===== config.mk =====
export PLATFORM = sky130hd
export DESIGN_NAME = bba_zfind
export DESIGN_NICKNAME = d
export VERILOG_FILES = /design/src/hw/rtl/bba_pkg.sv /design/src/hw/rtl/bba_zfind.sv
export SDC_FILE = /design/constraint.sdc
export NUM_CORES = 1
export LEC_CHECK = 0
export ABC_AREA = 1
export ABC_CLOCK_PERIOD_IN_PS = 4900
export BUFFER_PORTS_ARGS = -buffer_cell sky130_fd_sc_hd__buf_2
export CAP_MARGIN = 10
export CELL_PAD_IN_SITES_DETAIL_PLACEMENT = 1
export CELL_PAD_IN_SITES_GLOBAL_PLACEMENT = 1
export CORE_UTILIZATION = 20
export DETAILED_ROUTE_END_ITERATION = 16
export GPL_TIMING_DRIVEN = 0
export PLACE_DENSITY_LB_ADDON = 0.08
export SETUP_SLACK_MARGIN = 0.05
export SLEW_MARGIN = 20
export SYNTH_ARGS = -nofsm -noshare
export SYNTH_HDL_FRONTEND = slang
export SYNTH_SLANG_ARGS = --single-unit

===== constraint.sdc =====
create_clock -name vclk -period 4.9
set_clock_uncertainty 0.15 [all_clocks]
set_input_delay 0.98 -clock vclk [all_inputs]
set_output_delay 0.98 -clock vclk [all_outputs]
set_load 0.005 [all_outputs]

===== src/hw/rtl/bba_pkg.sv =====
package bba_pkg;

    localparam int WORD_W = 64;
    localparam int BIT_W  = 6;

    localparam int CFG_IDX_W  = 1;
    localparam int CFG_DATA_W = 32;

    // configuration register indexes
    localparam logic [CFG_IDX_W-1:0] CFG_DATA_START = 1'b0;
    localparam logic [CFG_IDX_W-1:0] CFG_MAP_BLOCKS = 1'b1;

    // request codes
    localparam logic ACT_ALLOC = 1'b0;
    localparam logic ACT_FREE  = 1'b1;

    // result status codes
    localparam logic [1:0] ST_OK          = 2'd0;
    localparam logic [1:0] ST_EXHAUSTED   = 2'd1;
    localparam logic [1:0] ST_DOUBLE_FREE = 2'd2;
    localparam logic [1:0] ST_RANGE       = 2'd3;

    typedef enum logic [6:0] {
        S_CLEAR    = 7'b0000001,
        S_IDLE     = 7'b0000010,
        S_ROW      = 7'b0000100,
        S_SUM      = 7'b0001000,
        S_MAP      = 7'b0010000,
        S_FREE_CHK = 7'b0100000,
        S_FREE_WR  = 7'b1000000
    } state_t;

    // lowest clear bit of a 64-bit word
    typedef struct packed {
        logic             found;
        logic [BIT_W-1:0] idx;
    } find_t;

endpackage


===== src/hw/rtl/bba_zfind.sv =====
module bba_zfind (
    input  logic [bba_pkg::WORD_W-1:0] bits,
    output bba_pkg::find_t             result
);
    import bba_pkg::*;

    // priority encode the lowest zero bit
    always_comb
    begin
        result = '0;
        for (int i = WORD_W - 1; i >= 0; i--)
        begin
            if (!bits[i])
            begin
                result.found = 1'b1;
                result.idx   = BIT_W'(i);
            end
        end
    end

endmodule


=== After elaboration in Yosys (flattened, before gate mapping) ===
Index checks and enable logic that the tools add are counted.

* Mux-type cells: 64

{| class="wikitable"
|+ Operators by type and width
! operator !! number
|-
| 7-bit 2-to-1 mux || 64
|}

* Register bits after elaboration: 0
* Input bits: 64
* Output and inout bits: 7
* Logic and storage cells: 64

=== Logic depth before layout (Yosys ltp) ===
Gate-level depths: netlist (run 1).

* Depth in word-level cells: 64
* Gate-level depth with buffers: 61
* Gate-level depth less buffers: 61

=== Least setup slack after synthesis (run 1) ===
Ideal clock, no wire load.

* Path kind: input -> output
* From: input port bits[63] (netlist bit)
* To: output port result[0] (netlist bit)
* Arrival: 3.592 ns
* Data required time: 3.770 ns
* Path slack: 0.178 ns
* Stages on the path: 61
* Path buffers: 0
* Path through: inv_1 > nand2_1 > nand2_1 > nand2_1 > nand2_1 > nand2_1 > nand2_1 > nand2_1 > nand2_1 > nand2_1 > nand2_1 > nand2_1 > nand2_1 > nand2_1 > nand2_1 > nand2_1 > nand2_1 > nand2_1 > (+25 left out) > nand2_1 > nand2_1 > nand2_1 > nand2_1 > nand2_1 > nand2_1 > nand2_1 > nand2_1 > nand2_1 > nand2_1 > nand2_1 > nand2_1 > nand2_1 > nand2_1 > nand2_1 > nand2_1 > nand2_1 > a21oi_2

{| class="wikitable"
|+ RTL lines
! what !! RTL line !! text
|-
| start, declared || bba_zfind.sv:2 || <nowiki>input logic [bba_pkg::WORD_W-1:0] bits,</nowiki>
|-
| end, declared || bba_zfind.sv:3 || <nowiki>output bba_pkg::find_t result</nowiki>
|}

==> summary.md, run 1 <==
| Metric | Value |
|---|---|
| Status | `finished, violations left` |
| Failing checks | `setup timing` |
| Hold bufs inserted after CTS | `0` |
| Setup CP Type | `primary input to primary output` |
| Seq/Total Area, Yosys | `0` |
| Worst setup SP type | `primary input` |
| Placed insts | `288` |
| Kind of end point of the critical path | `primary output` |
| Initial antenna violation count | `0` |
| Req. time, crit path | `3.77 ns` |
| Clock Buffer Count | `0` |
| Ys Warns | `0` |
| Routed Antenna Nets | `0` |
| Hold path endpoint | `result[1]` |
| Wirelength, routed | `2230 um` |
| Area grow syn2layout | `60.0%` |
| Max cap viols | `0` |
| Die width | `61.1 um` |
| Pwr Density | `61.1 nW/um^2` |
| Fin. Hold Viols | `0` |
| Max VDD drop | `0.0000187 V` |
| Core Util, Final | `0.335` |
| Port buffer count | `71` |
| Min-delay src | `bits[2]` |
| Hold crit path type | `primary input to primary output` |
| Final Setup Violations | `1` |
| Register Area | `0 sq um` |
| Total GRT Usage | `0.118` |
| Die area | `3730 sq um` |
| Final cell count without fillers | `288` |
| Fin nets | `308` |
| Syn nets | `235` |
| Routability cong. | `0.678` |
| Vias post-DR | `1211` |
| Post-Syn Instances | `171` |
| Die Span Y | `61.1 um` |
| Fin crit period | `5.12 ns` |
| Antenna Cells | `0` |
| DR vias/cell | `4.20` |
| Sequential cell count | `0` |
| Max-slew violations | `0` |
| Worst Hold Path Cells | `3` |
| Row count | `21` |
| Headroom to the max-slew limit | `0.772` |
| HPWL after DPL | `2110 um` |
| Initial DRC count | `16` |
| Fmax | `195 MHz` |
| Synth Cell Area | `698 sq um` |
| CP Data Arrival Time | `3.99 ns` |
| Total gr overflow | `0` |
| Initial Utilization | `0.209` |
| Drc violations | `0` |
| RSZ-0062 raised after global routing | `yes` |
| Unique masters post-synth | `13` |
| Critical path's slowest cell | `buf_2` |
| DR WL/cell | `7.76 um` |
| Pin count of the biggest net entering global routing | `5` |
| Synthesized area per cell | `4.08 sq um` |
| Post-layout worst setup margin | `-0.223 ns` |
| Most frequent cell on the critical path | `nand2_1` |
| Share of layout cells above drive strength 1 | `0.302` |
| Static leakage | `0.677 nW` |
| Post-CTS Setup Bufs | `0` |
| Total power | `68.3 uW` |
| First-pass GRT wire length | `3640 um` |
| Crit share post-route | `1.05` |
| Core area | `3340 sq um` |
| Ports | `71` |
| First-pass DRT Iterations | `4` |
| Worst-Margin Slew | `0.338 ns` |
| CP Max Fanout | `3` |
| Vias in the first global route | `999` |
| CP peak stage delay | `0.11 ns` |
-- critical path, delay by kind of cell --
kind	cells	cell delay, ns
buf+inv	3	0.24
simple gates	59	2.70
compound gates	1	0.10
-- power by group --
part           internal, mW  switching (mW)  leakage (nW)
registers                 0               0             0
clock network             0               0             0
logic                0.0339          0.0343         0.677
total                0.0339          0.0343         0.677
-- kinds of logic after synthesis --
logic type / Yosys count / synth area share
AND/OR/NAND/NOR: 147 / 0.817
buffers and inverters: 9 / 0.0484
AO/OA/AOI/OAI: 15 / 0.134
-- worst max-delay path by stage --
stage,startpoint,endpoint,slack (ns)
floorplan,bits[63],result[0],0.18
global placement,bits[63],result[0],-0.32
detailed placement,bits[63],result[0],-0.34
CTS,bits[63],result[0],-0.32
global route,bits[63],result[0],-0.80
finish,bits[63],result[0],-0.22
-- synthesized netlist by cell type, drive strengths merged --
master	instances	area, sq um
a21boi	2	15.0
o311ai	1	8.76
nor2	38	143
o21ai	5	25.0
nor3	2	10.0
nand2	97	364
nand4	3	18.8
a31oi	3	18.8
inv	9	33.8
o21bai	1	7.51
nand3	7	35.0
a21oi	3	18.8
-- area by class of cell --
class                           count  area (sq um)
Multi-Input combinational cell    162           664
Inverter                            9          33.8
Fill cell                         542          2220
Timing Repair Buffer               71           362
Tap cell                           46          57.6
-- through the flow --
step	setup TNS, ns	hold WS [ns]	instance area (sq um)	setup WS (ns)
floorplan	0	1.88	698	0.178
global placement	-0.321	2.10	1110	-0.321
detailed placement	-0.341	2.10	1110	-0.341
CTS	-0.320	2.10	1120	-0.320
global route	-0.799	2.13	1120	-0.799
finish	-0.223	2.10	1120	-0.223
-- layout by cell type (no fill, tap or decap) --
master    netlist  final
a21boi_0        2      2
a21oi_1         2      2
a21oi_2         1      1
a31oi_1         3      3
buf_2           0     70
buf_6           0      1
inv_1           9      8
inv_2           0      1
nand2_1        97     97
nand3_1         7      7
nand4_1         3      3
nor2_1         38     38
nor3_1          2      2
o21ai_0         5      5
o21bai_1        1      1
o311ai_0        1      1
-- what timing repair did --
| item | 4_1_cts | 5_1_grt |
|---|---|---|
| endpoints found under the setup margin | 1 | 1 |
| endpoints found under the hold margin | 0 | 0 |
| gates resized for setup | 2 | 0 |
-- metal layers --
| metal | share of wire | global-route usage | vias up | routed length, um |
|---|---|---|---|---|
| met1 | 0.49 | 0.171 | 492 | 1080 |
| li1 | - | - | 682 | - |
| met5 | 0 | 0 | - | 0 |
| met2 | 0.45 | 0.207 | 37 | 997 |
| met4 | 0 | 0 | 0 | 0 |
| met3 | 0.068 | 0.00420 | 0 | 152 |
Note: power is estimated with default switching activity, not from simulation.
==> inputs of run 2 (changes only) <==
--- a/config.mk
+++ b/config.mk
@@ -11,10 +11,13 @@
 export CAP_MARGIN = 10
 export CELL_PAD_IN_SITES_DETAIL_PLACEMENT = 1
 export CELL_PAD_IN_SITES_GLOBAL_PLACEMENT = 1
+export CORE_ASPECT_RATIO = 0.9
+export CORE_MARGIN = 1.5
 export CORE_UTILIZATION = 20
 export DETAILED_ROUTE_END_ITERATION = 16
 export GPL_TIMING_DRIVEN = 0
 export PLACE_DENSITY_LB_ADDON = 0.08
+export REMOVE_ABC_BUFFERS = 1
 export SETUP_SLACK_MARGIN = 0.05
 export SLEW_MARGIN = 20
 export SYNTH_ARGS = -nofsm -noshare
==> run 2 against run 1 <==
- the run still ends with setup timing left
- global-route usage up 0.24 points
- sequential share of layout area unchanged
- setup slack worse by 0.17 ns
- non-clock buffer count did not move
- wire length increased by 5.5%
- critical path depth is the same
- highest routed layer unchanged
==> summary.md, run 2 (synthesis gave the netlist of run 1 again) <==
| Metric | Value |
|---|---|
| Status | `finished, violations left (unchanged)` |
| Failing checks | `setup timing (unchanged)` |
| Fin. Hold Viols | `0 (unchanged)` |
| Wirelength, routed | `2360 um (was 2230 um)` |
| DR vias/cell | `4.27 (was 4.20)` |
| WP depth | `63 (unchanged)` |
| Die width | `65.3 um (was 61.1 um)` |
| Static leakage | `0.678 nW (was 0.677 nW)` |
| Fin nets | `308 (unchanged)` |
| Most frequent cell on the critical path | `nand2_1 (unchanged)` |
| Worst Hold Path Cells | `3 (unchanged)` |
| CP Data Arrival Time | `4.16 ns (was 3.99 ns)` |
| Routed Antenna Nets | `0 (unchanged)` |
| CP Max Fanout | `3 (unchanged)` |
| Worst-Margin Slew | `0.343 ns (was 0.338 ns)` |
| First-pass GRT wire length | `3970 um (was 3640 um)` |
| Row count | `20 (was 21)` |
| First-pass DRT Iterations | `4 (unchanged)` |
| Max cap viols | `0 (unchanged)` |
| Final Setup Violations | `1 (unchanged)` |
| RSZ-0062 raised after global routing | `yes (unchanged)` |
| Post-DP Area | `1110 sq um (about the same)` |
| Sequential cell count | `0 (unchanged)` |
| DR WL/cell | `8.24 um (was 7.76 um)` |
| Vias post-DR | `1221 (was 1211)` |
| Critical path's slowest cell | `buf_2 (unchanged)` |
| HPWL after DPL | `2250 um (was 2110 um)` |
| Die Span Y | `59.1 um (was 61.1 um)` |
| Total GRT Usage | `0.120 (was 0.118)` |
| Total gr overflow | `0 (unchanged)` |
| Ports | `71 (unchanged)` |
| Max-slew violations | `0 (unchanged)` |
| Worst hold slack | `2.11 ns (was 2.10 ns)` |
| Req. time, crit path | `3.77 ns (about the same)` |
| Hold path endpoint | `result[1] (unchanged)` |
| Leading cell types in the layout, fill and taps excluded | `97 x nand2_1, 70 x buf_2, 38 x nor2_1 (unchanged)` |
| CP peak stage delay | `0.12 ns (was 0.11 ns)` |
| Drc violations | `0 (unchanged)` |
| Kind of end point of the critical path | `primary output (unchanged)` |
| Headroom to the max-slew limit | `0.768 (was 0.772)` |
| Register Area | `0 sq um (unchanged)` |
| Initial Utilization | `0.208 (was 0.209)` |
| Crit share post-route | `1.08 (was 1.05)` |
| Port buffer count | `71 (unchanged)` |
| Commonest non-fill, non-tap cell in the layout | `nand2_1 (unchanged)` |
| Min-delay src | `bits[2] (unchanged)` |
| Die area | `3850 sq um (was 3730 sq um)` |
| Fin crit period | `5.29 ns (was 5.12 ns)` |
| Clock Buffer Count | `0 (unchanged)` |
| Area grow syn2layout | `59.7% (was 60.0%)` |
| Worst setup SP type | `primary input (unchanged)` |
| Vias in the first global route | `1046 (was 999)` |
| Buf/Inv on CP | `3 (unchanged)` |
| Fmax | `189 MHz (was 195 MHz)` |
| Core Util, Final | `0.332 (was 0.335)` |
| Antenna Cells | `0 (unchanged)` |
| Routability cong. | `0.666 (was 0.678)` |
| Max VDD drop | `0.0000164 V (was 0.0000187 V)` |
| Post-route cell area | `1110 sq um (was 1120 sq um)` |
| Setup CP Type | `primary input to primary output (unchanged)` |
| Post-layout worst setup margin | `-0.391 ns (was -0.223 ns)` |
| Hold crit path type | `primary input to primary output (unchanged)` |
| Pwr Density | `62.0 nW/um^2 (was 61.1 nW/um^2)` |
| Initial antenna violation count | `0 (unchanged)` |
| Delay-heaviest family, CP | `simple AND/OR/NAND/NOR gates (unchanged)` |
| Setup TNS | `-0.391 ns (was -0.223 ns)` |
| Pin count of the biggest net entering global routing | `5 (unchanged)` |
| Share of layout cells above drive strength 1 | `0.298 (was 0.302)` |
| Core area | `3350 sq um (was 3340 sq um)` |
| Initial DRC count | `21 (was 16)` |
[run 2: layout make-up]
class,count,area [sq um]
inverters,9,33.8
fillers,531,2240
repair buffers,71,362
multi-input cells,162,664
well taps,44,55.1
[run 2: report_power, final]
group	leakage, nW	switching [mW]	total (mW)	internal [mW]
logic	0.678	0.0352	0.0691	0.0339
registers	0	0	0	0
clock network	0	0	0	0
[run 2: worst max path at each step]
stage	from	to	slack, ns
floorplan	bits[63]	result[0]	0.18
global placement	bits[63]	result[0]	-0.40
detailed placement	bits[63]	result[0]	-0.46
CTS	bits[63]	result[0]	-0.46
global route	bits[63]	result[0]	-1.11
finish	bits[63]	result[0]	-0.39
[run 2: what timing repair did]
item / CTS / global route
hold buffers: 0 / 0
setup endpoints to repair: 1 / 1
setup buffers: 0 / 0
resized for setup: 1 / 0
[run 2: per-layer routing]
layer	GRT usage	vias to the layer above	wire length, um
met1	0.184	504	1200
met4	0	0	0
met2	0.203	36	990
li1	-	681	-
met3	0.00190	0	161
met5	0	-	0
[run 2: per-stage QoR]
step,cells,setup WS (ns),power (mW)
5_1_grt,286,-1.11,0.0811
6_report,286,-0.391,0.0691
3_5_place_dp,286,-0.458,0.0699
3_3_place_gp,286,-0.399,0.0690
2_1_floorplan,171,0.178,0.0309
4_1_cts,286,-0.457,0.0707
[run 2: worst min-delay path, delay by kind of cell]
family,cells,cell delay (ns)
AO/OA/AOI/OAI,1,0.08
buffers and inverters,2,0.22
